<file path="src/edenc_pkg.sv">
// Shared constants and helpers for the Elias delta encoder.
// Depends on nothing; every other file of the block refers to it by scoped names.
package edenc_pkg;

	localparam int VALUE_IN_W        = 32;
	localparam int DEF_VALUE_WIDTH   = 32;
	localparam int CODE_W            = 48;
	localparam int BITS_W            = 6;
	localparam int BYTES_W           = 3;
	localparam int SHIFT_W           = 7;

	// Mask of the k low bits of a code word; k of CODE_W or more gives all ones.
	function automatic logic [CODE_W-1:0] low_mask(input logic [SHIFT_W-1:0] k);
		logic [CODE_W:0] one_hot;
		one_hot = (CODE_W+1)'(1) << k;
		return one_hot[CODE_W-1:0] - CODE_W'(1);
	endfunction

endpackage

</file>
<file path="src/edenc_if.sv">
// Handshake channels of the Elias delta encoder: input value beats and code beats.
// Depends on edenc_pkg for the field widths.
interface edenc_value_if;
	logic                              valid;
	logic                              ready;
	logic [edenc_pkg::VALUE_IN_W-1:0]  value;

	modport source (output valid, output value, input ready);
	modport sink (input valid, input value, output ready);
endinterface

interface edenc_code_if;
	logic                            valid;
	logic                            ready;
	logic [edenc_pkg::CODE_W-1:0]    packed_code;
	logic [edenc_pkg::BITS_W-1:0]    code_bits;
	logic [edenc_pkg::BYTES_W-1:0]   code_bytes;
	logic                            zero_error;

	modport source (output valid, output packed_code, output code_bits, output code_bytes,
		output zero_error, input ready);
	modport sink (input valid, input packed_code, input code_bits, input code_bytes,
		input zero_error, output ready);
endinterface

</file>
<file path="src/elias_delta_encoder_unit.sv">
// Elias delta encoder: one value beat in, one packed code beat out.
// An accepted value beat is registered by the log, field and pack stages in turn.
// Throughput is one beat per cycle; each of the three register stages stalls on its own
// only when it holds a beat that the next stage cannot take.
// Reset clears the valid bits of all stages; payload registers are not reset.
// Depends on edenc_pkg, edenc_if and the three stage modules.
module elias_delta_encoder_unit #(
	parameter int VALUE_WIDTH = edenc_pkg::DEF_VALUE_WIDTH,
	localparam int NW = $clog2(VALUE_WIDTH)
) (
	input  logic          clk,
	input  logic          arst_n,
	edenc_value_if.sink   value_ch,
	edenc_code_if.source  code_ch
);

	logic                          valid_s1;
	logic [VALUE_WIDTH-1:0]        val_s1;
	logic [NW-1:0]                 top_s1;
	logic                          zero_s1;
	logic                          ready_s1;
	logic                          valid_s2;
	logic [edenc_pkg::CODE_W-1:0]  head_s2;
	logic [edenc_pkg::SHIFT_W-1:0] hbits_s2;
	logic [VALUE_WIDTH-1:0]        tail_s2;
	logic [edenc_pkg::BITS_W-1:0]  bits_s2;
	logic                          zero_s2;
	logic                          ready_s2;

	edenc_log_stage #(.VALUE_WIDTH(VALUE_WIDTH)) u_log (
		.clk        (clk),
		.arst_n     (arst_n),
		.value_ch   (value_ch),
		.next_ready (ready_s1),
		.valid_s1   (valid_s1),
		.val_s1     (val_s1),
		.top_s1     (top_s1),
		.zero_s1    (zero_s1)
	);

	edenc_field_stage #(.VALUE_WIDTH(VALUE_WIDTH)) u_field (
		.clk        (clk),
		.arst_n     (arst_n),
		.valid_s1   (valid_s1),
		.val_s1     (val_s1),
		.top_s1     (top_s1),
		.zero_s1    (zero_s1),
		.ready_s1   (ready_s1),
		.next_ready (ready_s2),
		.valid_s2   (valid_s2),
		.head_s2    (head_s2),
		.hbits_s2   (hbits_s2),
		.tail_s2    (tail_s2),
		.bits_s2    (bits_s2),
		.zero_s2    (zero_s2)
	);

	edenc_pack_stage #(.VALUE_WIDTH(VALUE_WIDTH)) u_pack (
		.clk      (clk),
		.arst_n   (arst_n),
		.valid_s2 (valid_s2),
		.head_s2  (head_s2),
		.hbits_s2 (hbits_s2),
		.tail_s2  (tail_s2),
		.bits_s2  (bits_s2),
		.zero_s2  (zero_s2),
		.ready_s2 (ready_s2),
		.code_ch  (code_ch)
	);

endmodule

</file>
<file path="src/edenc_log_stage.sv">
// First pipeline stage: trims the value and finds its leading one (N) and the zero case.
// Depends on edenc_pkg and edenc_value_if.
module edenc_log_stage #(
	parameter int VALUE_WIDTH = edenc_pkg::DEF_VALUE_WIDTH,
	localparam int NW = $clog2(VALUE_WIDTH)
) (
	input  logic                   clk,
	input  logic                   arst_n,
	edenc_value_if.sink            value_ch,
	input  logic                   next_ready,
	output logic                   valid_s1,
	output logic [VALUE_WIDTH-1:0] val_s1,
	output logic [NW-1:0]          top_s1,
	output logic                   zero_s1
);

	logic [VALUE_WIDTH-1:0] n;
	logic [NW-1:0]          top;
	logic                   en;

	assign n  = value_ch.value[VALUE_WIDTH-1:0];
	assign en = !valid_s1 || next_ready;
	assign value_ch.ready = en;

	always_comb begin
		top = '0;
		for (int i = 0; i < VALUE_WIDTH; i++) begin
			if (n[i]) begin
				top = NW'(i);
			end
		end
	end

	always_ff @(posedge clk or negedge arst_n) begin
		if (!arst_n) begin
			valid_s1 <= 1'b0;
		end else if (en) begin
			valid_s1 <= value_ch.valid;
		end
	end

	always_ff @(posedge clk) begin
		if (en && value_ch.valid) begin
			val_s1  <= n;
			top_s1  <= top;
			zero_s1 <= ~|n;
		end
	end

endmodule

</file>
<file path="src/edenc_field_stage.sv">
// Second pipeline stage: builds the unary prefix with the length field of N+1,
// strips the leading one of the value and sums the code length.
// Depends on edenc_pkg.
module edenc_field_stage #(
	parameter int VALUE_WIDTH = edenc_pkg::DEF_VALUE_WIDTH,
	localparam int NW = $clog2(VALUE_WIDTH),
	localparam int LW = $clog2(NW + 1)
) (
	input  logic                          clk,
	input  logic                          arst_n,
	input  logic                          valid_s1,
	input  logic [VALUE_WIDTH-1:0]        val_s1,
	input  logic [NW-1:0]                 top_s1,
	input  logic                          zero_s1,
	output logic                          ready_s1,
	input  logic                          next_ready,
	output logic                          valid_s2,
	output logic [edenc_pkg::CODE_W-1:0]  head_s2,
	output logic [edenc_pkg::SHIFT_W-1:0] hbits_s2,
	output logic [VALUE_WIDTH-1:0]        tail_s2,
	output logic [edenc_pkg::BITS_W-1:0]  bits_s2,
	output logic                          zero_s2
);

	logic [NW:0]                    np1;
	logic [LW-1:0]                  len;
	logic [edenc_pkg::SHIFT_W-1:0]  len_w;
	logic [edenc_pkg::CODE_W-1:0]   len_mask;
	logic [edenc_pkg::CODE_W-1:0]   head;
	logic [edenc_pkg::SHIFT_W-1:0]  hbits;
	logic [edenc_pkg::CODE_W-1:0]   tail_full;
	logic                           en;

	assign en       = !valid_s2 || next_ready;
	assign ready_s1 = en;
	assign np1      = {1'b0, top_s1} + (NW+1)'(1);

	always_comb begin
		len = '0;
		for (int i = 0; i <= NW; i++) begin
			if (np1[i]) begin
				len = LW'(i);
			end
		end
	end

	// Prefix: len ones, a zero, then the len low bits of N+1 starting at bit len+1.
	assign len_w    = edenc_pkg::SHIFT_W'(len);
	assign len_mask = edenc_pkg::low_mask(len_w);
	assign head     = len_mask
		| ((edenc_pkg::CODE_W'(np1) & len_mask) << (len_w + edenc_pkg::SHIFT_W'(1)));
	assign hbits    = (len_w << 1) + edenc_pkg::SHIFT_W'(1);
	assign tail_full = edenc_pkg::CODE_W'(val_s1)
		& edenc_pkg::low_mask(edenc_pkg::SHIFT_W'(top_s1));

	always_ff @(posedge clk or negedge arst_n) begin
		if (!arst_n) begin
			valid_s2 <= 1'b0;
		end else if (en) begin
			valid_s2 <= valid_s1;
		end
	end

	always_ff @(posedge clk) begin
		if (en && valid_s1) begin
			head_s2  <= head;
			hbits_s2 <= hbits;
			tail_s2  <= tail_full[VALUE_WIDTH-1:0];
			bits_s2  <= edenc_pkg::BITS_W'(hbits) + edenc_pkg::BITS_W'(top_s1);
			zero_s2  <= zero_s1;
		end
	end

endmodule

</file>
<file path="src/edenc_pack_stage.sv">
// Third pipeline stage: places the value bits above the prefix, pads the last byte
// with ones and drives the registered code beat; a zero value sets zero_error.
// Depends on edenc_pkg and edenc_code_if.
module edenc_pack_stage #(
	parameter int VALUE_WIDTH = edenc_pkg::DEF_VALUE_WIDTH
) (
	input  logic                          clk,
	input  logic                          arst_n,
	input  logic                          valid_s2,
	input  logic [edenc_pkg::CODE_W-1:0]  head_s2,
	input  logic [edenc_pkg::SHIFT_W-1:0] hbits_s2,
	input  logic [VALUE_WIDTH-1:0]        tail_s2,
	input  logic [edenc_pkg::BITS_W-1:0]  bits_s2,
	input  logic                          zero_s2,
	output logic                          ready_s2,
	edenc_code_if.source                  code_ch
);

	logic [edenc_pkg::SHIFT_W-1:0] bits_round;
	logic [edenc_pkg::BYTES_W-1:0] nbytes;
	logic [edenc_pkg::SHIFT_W-1:0] total;
	logic [edenc_pkg::CODE_W-1:0]  code;
	logic                          en;

	assign en       = !code_ch.valid || code_ch.ready;
	assign ready_s2 = en;

	assign bits_round = edenc_pkg::SHIFT_W'(bits_s2) + edenc_pkg::SHIFT_W'(7);
	assign nbytes     = bits_round[edenc_pkg::BYTES_W+2:3];
	assign total      = edenc_pkg::SHIFT_W'({nbytes, 3'b000});
	assign code       = head_s2
		| (edenc_pkg::CODE_W'(tail_s2) << hbits_s2)
		| (edenc_pkg::low_mask(total) & ~edenc_pkg::low_mask(edenc_pkg::SHIFT_W'(bits_s2)));

	always_ff @(posedge clk or negedge arst_n) begin
		if (!arst_n) begin
			code_ch.valid <= 1'b0;
		end else if (en) begin
			code_ch.valid <= valid_s2;
		end
	end

	always_ff @(posedge clk) begin
		if (en && valid_s2) begin
			if (zero_s2) begin
				code_ch.packed_code <= '0;
				code_ch.code_bits   <= '0;
				code_ch.code_bytes  <= '0;
				code_ch.zero_error  <= 1'b1;
			end else begin
				code_ch.packed_code <= code;
				code_ch.code_bits   <= bits_s2;
				code_ch.code_bytes  <= nbytes;
				code_ch.zero_error  <= 1'b0;
			end
		end
	end

endmodule
</file>
<file path="src/flat_wrapper.sv">
// flat-port wrapper written by rule: the top's interface ports become plain ports
module elias_delta_encoder_unit_flat 
#(
	parameter int VALUE_WIDTH = edenc_pkg::DEF_VALUE_WIDTH,
	localparam int NW = $clog2(VALUE_WIDTH)
)
  (clk, arst_n, value_ch_valid, value_ch_value, value_ch_ready, code_ch_valid, code_ch_packed_code, code_ch_code_bits, code_ch_code_bytes, code_ch_zero_error, code_ch_ready);
  edenc_value_if value_ch_i ();
  edenc_code_if code_ch_i ();
  input  logic clk;
  input  logic arst_n;
  input wire logic [$bits(value_ch_i.valid)-1:0] value_ch_valid;
  input wire logic [$bits(value_ch_i.value)-1:0] value_ch_value;
  output wire logic [$bits(value_ch_i.ready)-1:0] value_ch_ready;
  output wire logic [$bits(code_ch_i.valid)-1:0] code_ch_valid;
  output wire logic [$bits(code_ch_i.packed_code)-1:0] code_ch_packed_code;
  output wire logic [$bits(code_ch_i.code_bits)-1:0] code_ch_code_bits;
  output wire logic [$bits(code_ch_i.code_bytes)-1:0] code_ch_code_bytes;
  output wire logic [$bits(code_ch_i.zero_error)-1:0] code_ch_zero_error;
  input wire logic [$bits(code_ch_i.ready)-1:0] code_ch_ready;
  assign value_ch_i.valid = value_ch_valid;
  assign value_ch_i.value = value_ch_value;
  assign value_ch_ready = value_ch_i.ready;
  assign code_ch_valid = code_ch_i.valid;
  assign code_ch_packed_code = code_ch_i.packed_code;
  assign code_ch_code_bits = code_ch_i.code_bits;
  assign code_ch_code_bytes = code_ch_i.code_bytes;
  assign code_ch_zero_error = code_ch_i.zero_error;
  assign code_ch_i.ready = code_ch_ready;
  elias_delta_encoder_unit #(.VALUE_WIDTH(VALUE_WIDTH)) u_core (.clk(clk), .arst_n(arst_n), .value_ch(value_ch_i), .code_ch(code_ch_i));
endmodule
</file>
<file path="config.mk">
export PLATFORM = sky130hd
export DESIGN_NAME = elias_delta_encoder_unit_flat
export DESIGN_NICKNAME = d
export VERILOG_FILES = /design/src/edenc_pkg.sv /design/src/edenc_if.sv /design/src/elias_delta_encoder_unit.sv /design/src/edenc_log_stage.sv /design/src/edenc_field_stage.sv /design/src/edenc_pack_stage.sv /design/src/flat_wrapper.sv
export SDC_FILE = /design/constraint.sdc
export NUM_CORES = 1
export LEC_CHECK = 0
export ABC_CLOCK_PERIOD_IN_PS = 4500
export BUFFER_PORTS_ARGS = -buffer_cell sky130_fd_sc_hd__buf_2
export CORE_UTILIZATION = 35
export CTS_CLUSTER_DIAMETER = 80
export DETAILED_ROUTE_END_ITERATION = 10
export MAX_ROUTING_LAYER = met4
export SLEW_MARGIN = 10
export SYNTH_ARGS = -nofsm -noshare
export SYNTH_HDL_FRONTEND = slang
export SYNTH_SLANG_ARGS = --single-unit
</file>
<file path="constraint.sdc">
create_clock -name clk -period 4.5 [get_ports clk]
set_input_delay 0 -clock clk [delete_from_list [all_inputs] [get_ports clk]]
set_output_delay 0 -clock clk [all_outputs]
set_load 0.1 [all_outputs]
</file>
# ---- After elaboration in Yosys (flattened, before gate mapping)
# Cells that the tools add are included.
dict set report totals {
  elab_cells 92
  in_bits 36
  regBits 193
  out_inout_bits 60
}
dict set report classes {
  reduce_logical 15
  mux 36
  add_sub_neg 9
  bitwise_logic 7
  shifts 6
}
# op count
set ops {}
lappend ops {{48-bit bitwise OR} 3}
lappend ops {{48-bit by 1-bit subtractor with 48-bit output (second input constant)} 3}
lappend ops {{1-bit by 6-bit << shifter with 48-bit output (first input constant)} 2}
lappend ops {{5-bit 2-to-1 mux} 13}
lappend ops {{48-bit bitwise AND} 1}
lappend ops {{6-bit by 48-bit bitwise AND with 48-bit output} 1}
lappend ops {{48-bit inverter} 1}
lappend ops {{1-bit by 3-bit << shifter with 48-bit output (first input constant)} 1}
lappend ops {{32-bit by 7-bit << shifter with 48-bit output} 1}
lappend ops {{48-bit by 4-bit << shifter with 48-bit output} 1}
lappend ops {{32-bit bitwise AND} 1}
lappend ops {{4-bit 2-to-1 mux} 8}
lappend ops {{32-bit OR reduction} 1}
lappend ops {{1-bit by 5-bit << shifter with 32-bit output (first input constant)} 1}
lappend ops {{32-bit by 1-bit subtractor with 32-bit output (second input constant)} 1}
lappend ops {{3-bit 2-to-1 mux} 6}
lappend ops {{16-bit OR reduction} 1}
lappend ops {{2-bit 2-to-1 mux} 5}
lappend ops {{8-bit OR reduction} 1}
lappend ops {{5-bit by 1-bit adder with 6-bit output (second input constant)} 1}
lappend ops {{5-bit by 5-bit adder with 6-bit output} 1}
lappend ops {{6-bit by 3-bit adder with 6-bit output (second input constant)} 1}
lappend ops {{4-bit by 1-bit adder with 5-bit output (second input constant)} 1}
lappend ops {{3-bit by 1-bit adder with 4-bit output (second input constant)} 1}
lappend ops {{other kinds (6)} 16}

# ---- Longest topological paths before layout
dict set report depth {
  ltp_word 30
  ltp_mapped 14
  mapped_depth_nobuf 13
}

# ---- Cells and area by module
# Synthesis repeated with hierarchy kept, for this count alone.
dict set report hier_totals {
  hier_cells 1070
  area_unflattened_um2 11400.9
}
# mod area_per_inst_um2 seq_area_each_um2 cells_per_inst n_inst
set modules_own_cells {}
lappend modules_own_cells {edenc_pack_stage 5589.1 1766.7 583 1}
lappend modules_own_cells {edenc_field_stage 4244.1 2127.0 382 1}
lappend modules_own_cells {edenc_log_stage 1567.8 1166.1 105 1}

# ---- Worst setup path after synthesis
# No wires, ideal clock.
dict set report synth_path {
  path_kind {reg-to-reg}
  startpoint {register u_core.u_pack.code_ch.valid}
  endpoint {register u_core.u_log.top_s1[0] (enable)}
  setup_ns 0.433
  synth_period_minus_slack_ns 3.285
  setup_slack_ns 1.215
  required_time_ns 4.067
  path_buffers 0
  path_stages_with_launch 4
  arrival_time_ns 2.852
  path_cell_list {dfrtp_1 > nor2b_1 > nand3_1 > and2_1}
}
dict set report synth_between {
  elab_chain_cells 5
}
# element line
set synth_rtl {}
lappend synth_rtl {{start: declaration} edenc_if.sv:20} ;# modport source (output valid, output packed_code, output code_bits, output code_bytes,
lappend synth_rtl {{start signal: assignment} edenc_pack_stage.sv:39} ;# code_ch.valid <= valid_s2;
lappend synth_rtl {{1-bit logical NOT} edenc_pack_stage.sv:25} ;# assign en = !code_ch.valid || code_ch.ready;
lappend synth_rtl {{1-bit logical OR} edenc_pack_stage.sv:25}
lappend synth_rtl {{1-bit logical OR} edenc_field_stage.sv:34} ;# assign en = !valid_s2 || next_ready;
lappend synth_rtl {{1-bit logical OR} edenc_log_stage.sv:22} ;# assign en = !valid_s1 || next_ready;
lappend synth_rtl {{via value_ch_ready} flat_wrapper.sv:14} ;# output wire logic [$bits(value_ch_i.ready)-1:0] value_ch_ready;
lappend synth_rtl {{1-bit logical AND} edenc_log_stage.sv:43} ;# if (en && value_ch.valid) begin
lappend synth_rtl {{end signal: assignment} edenc_log_stage.sv:45} ;# top_s1 <= top;
lappend synth_rtl {{end: declaration} edenc_log_stage.sv:13} ;# output logic [NW-1:0] top_s1,
# The timed path passes the listed nets, and every way through them passes these cells.
# A chain may end at the register's enable or synchronous reset.

# ---- Final worst setup path
dict set report layout_path {
  startpoint {register u_core.u_log.top_s1[0]}
  endpoint {register u_core.u_field.head_s2[6] (netlist bit) (data pin)}
}
dict set report layout_between {
  elab_chain_cells 11
  elab_cells_between_ends 12
  cone_classes {3 x add/sub; 2 x shift; 5 x mux; 2 x bitwise}
}
# element line
set layout_rtl {}
lappend layout_rtl {{5-bit by 1-bit adder with 6-bit output (*)} edenc_field_stage.sv:36} ;# assign np1 = {1'b0, top_s1} + (NW+1)'(1);
lappend layout_rtl {{1-bit 2-to-1 mux} edenc_field_stage.sv:41} ;# if (np1[i]) begin
lappend layout_rtl {{2-bit 2-to-1 mux (2 in a row)} edenc_field_stage.sv:41}
lappend layout_rtl {{3-bit 2-to-1 mux (2 in a row)} edenc_field_stage.sv:41}
lappend layout_rtl {{1-bit by 3-bit << shifter with 48-bit output} edenc_pkg.sv:15} ;# one_hot = (CODE_W+1)'(1) << k;
lappend layout_rtl {{48-bit by 1-bit subtractor with 48-bit output} edenc_pkg.sv:16} ;# return one_hot[CODE_W-1:0] - CODE_W'(1);
lappend layout_rtl {{6-bit by 48-bit bitwise AND with 48-bit output} edenc_field_stage.sv:51} ;# | ((edenc_pkg::CODE_W'(np1) & len_mask) << (len_w + edenc_pkg::SHIFT_W'(1)));
lappend layout_rtl {{48-bit by 4-bit << shifter with 48-bit output} edenc_field_stage.sv:51}
lappend layout_rtl {{48-bit bitwise OR (*)} edenc_field_stage.sv:51}
lappend layout_rtl {{via u_core.u_field.head, one bit} edenc_field_stage.sv:29} ;# logic [edenc_pkg::CODE_W-1:0] head;
lappend layout_rtl {{end signal: assignment} edenc_field_stage.sv:66} ;# head_s2 <= head;
lappend layout_rtl {{end: declaration} edenc_field_stage.sv:18} ;# output logic [edenc_pkg::CODE_W-1:0] head_s2,
# Mark *: on every way through the listed nets, which the timed path passes. The rest lies on a longest branch.

==> flow_metrics.py <==
metrics = {
    "status": {
        "status": "completed",
    },
    "power_and_ir_drop": {
        "internal_power_uw": 3100,
        "leakage_uw": 0.00439,
        "power_uw": 5090,
        "pwr-share-comb": 0.307,
        "p_clk_frac": 0.289,
        "swShare": 0.391,
        "seqPwrFrac": 0.405,
        "peakVddDrop_mv": 0.254,
        "p_per_area_nw_per_um2": 431,
        "p_switching_uw": 1990,
    },
    "placed_design": {
        "finalWeightedCongestion": 0.944,
        "place_worst_setup_slack_ns": 0.961,
        "portBuffers": 95,
        "dp_hpwl_microns": 21900,
    },
    "yosys": {
        "yosys-top-cells-area": "edfxtp_1, nor2_1, mux2i_1, a21oi_1, nand2_1",
        "synth_cell_types": 80,
        "yosysTopAreaCell": "edfxtp_1",
        "syn_inst": 971,
        "syn_avg_cell_area_sq_um": 10.2,
        "async_flop_share": 0.0178,
        "yosys_warnings": 0,
        "ys_ff_latch": 169,
        "synth_top_cell_area_share": 0.502,
        "yosysMostFrequentCell": "edfxtp_1",
        "synth_edf_count": 166,
        "synthTopCellsByCount": "edfxtp_1, nor2_1, nand2_1",
        "syn_area_sq_um": 9930,
        "synthFlopType": "edfxtp_1",
        "synth_seq_area_share": 0.510,
    },
    "grt": {
        "grt_max_degree": 68,
        "grt_pass1_wl_microns": 45000,
        "grt_pass1_vias": 7779,
        "grt_remaining_overflow": 0,
        "grt_usage": 0.214,
        "antenna_found_initial": 0,
    },
    "floorplan": {
        "initial_core_util": 0.356,
        "coreArea_sq_um": 27900,
        "die_area_sq_um": 29000,
        "io_pins": 96,
        "die_x_microns": 170,
        "row_count": 61,
        "die_h_microns": 170,
    },
    "final_layout": {
        "area_delta_synth_final_pct": 18.9,
        "drive_above_1_share": 0.170,
        "fin_nets": 1147,
        "insertedDiodeCount": 0,
    },
    "critical_path": {
        "crit_arrival_ns": 3.93,
        "path_class": "flop to flop",
        "crit_fanout": 10,
        "regToRegSetupSlack_ns": 0.88,
        "crit_path_end_kind": "flop",
        "critical_path_required_ns": 4.81,
        "worst_setup_path_start_kind": "flop",
    },
    "cts": {
        "clock-root-buffer": "clkbuf_16",
        "tritoncts": "done",
        "cts.clk_slew.worst_paths_ns": 0.08,
        "cts.htree.levels": 4,
        "clock_sinks": 169,
        "post_cts_buffers": 0,
        "cts_buffers": 17,
        "cts.path.max_buffers": 2,
        "clock_latency_ns": 0.44,
    },
    "drt": {
        "drtIter0Drc": 837,
        "ant_nets": 0,
        "drc": 0,
        "wl_per_cell_microns": 19.8,
        "vias": 8157,
        "vias_per_cell": 5.51,
        "dr.pass1.iters": 5,
        "wirelength_microns": 29400,
    },
    "sta": {
        "fmax_mhz": 276,
        "skew_ns": 0.0112,
        "relSlewSlack": 0.299,
        "rsz0062_at_grt": "no",
        "finalHoldViolCount": 0,
        "setup_ws_ns": 0.879,
        "finalCritPeriodShare": 0.805,
        "finalMaxSlewViolations": 0,
        "finalSetupTns_ns": 0,
        "setup_viol": 0,
        "tightest_slew_ns": 1.04,
        "period_minus_slack_ns": 3.62,
    },
    "hold_path": {
        "min_path_type": "input pin to flop",
    },
    "flow_run": {
        "cap_violations": 0,
    },
}
[repair_timing]
action                                  in CTS  in global routing
endpoints found under the setup margin       0                  0
gates resized for setup                      0                  0
endpoints found under the hold margin       42                  0
hold buffers                                37                  0
[area by class of cell]
type                       instances  area, sq um
fill                            2718        16100
sequential                       169         5060
multi-input combinational        718         4530
timing repair buffer             158         1040
tap                              378          473
clock buffer                      17          425
clock inverter                    15          174
inverter                          26         97.6
[power groups by stage]
| stage | Sequential [uW] | Combinational (uW) | Clock (uW) |
|---|---|---|---|
| global placement | 2090 | 1530 | 0 |
| global route | 2070 | 1660 | 1560 |
| detailed placement | 2090 | 1520 | 0 |
| floorplan | 2570 | 658 | 0 |
| finish | 2060 | 1560 | 1470 |
| CTS | 2060 | 1550 | 1490 |
[routing by layer]
layer / global-route usage / wire length, microns / vias to the layer above
li1: - / - / 3899
met1: 0.273 / 13000 / 3893
met2: 0.343 / 13900 / 317
met3: 0.0314 / 1550 / 48
met4: 0.0795 / 877 / 0
met5: - / 0 / -
[logic make-up after synthesis]
group           synth area share
buf+inv                   0.0363
fa+ha+maj                 0.0272
flops                      0.510
simple gates               0.167
compound gates             0.187
xor+xnor                  0.0185
mux                       0.0542
other cells             0.000378
[registers in the layout (all words and copies together) (netlist names), 3 cells and up]
name                               count
u_core.u_field.tail_s2                32
u_core.u_log.top_s1                    5
u_core.u_pack.code_ch.code_bits        6
u_core.u_field.hbits_s2                3
u_core.u_log.val_s1                   32
u_core.u_field.head_s2                28
u_core.u_pack.code_ch.code_bytes       3
u_core.u_pack.code_ch.packed_code     48
u_core.u_field.bits_s2                 6
[cell usage in the layout (no fill, tap or decap), types with 8 or more instances in the layout]
cell / count
mux2_2: 14
a211oi_1: 15
o21ai_0: 48
mux2i_1: 38
or3_1: 8
nor2_1: 113
o21a_1: 11
buf_4: 26
o22ai_1: 11
nand3_1: 21
o32ai_1: 8
dlygate4sd3_1: 37
nand2b_1: 13
nand2_1: 75
and2_1: 15
nand4_1: 8
a31oi_1: 21
xor2_1: 9
clkbuf_16: 17
buf_2: 95
nor3_1: 30
ha_1: 20
a21oi_1: 71
edfxtp_1: 166
nor2b_1: 23
inv_1: 26
xnor2_1: 12
[stage by stage]
step | area (sq um) | utilization | hold WS, ns | instances
after floorplan | 9950 | - | -0.296 | 976
after global placement | 10800 | 0.389 | -0.203 | 1412
after detailed placement | 10800 | 0.389 | -0.204 | 1412
after CTS | 11800 | 0.424 | 0.275 | 1481
after global routing | 11800 | 0.424 | 0.286 | 1481
final | 11800 | 0.424 | 0.289 | 1481
[worst paths after layout]
check	cells past startpoint	from	to
max	13	u_core.u_log.top_s1[0]	u_core.u_field.head_s2[6]
min	2	value_ch_value[0]	u_core.u_log.val_s1[0]
max reg2reg	13	u_core.u_log.top_s1[0]	u_core.u_field.head_s2[6]
min reg2reg	1	u_core.u_log.valid_s1	u_core.u_field.valid_s2
max in group asynchronous	3	arst_n	u_core.u_pack.code_ch.valid
min in group asynchronous	3	arst_n	u_core.u_log.valid_s1
[critical path, cell delays in order, from the launching register on]
cell and delay [ns]:
edfxtp_1 0.54, ha_1 0.34, nand3_1 0.18, a21oi_1 0.08, and3b_1 0.29, nand2_1 0.21, inv_1 0.21, ha_1 0.26
nand2_1 0.11, ha_1 0.22, or3_1 0.42, a211o_1 0.35, a21oi_1 0.16, a211o_1 0.14
(Power assumes the default switching activity.)
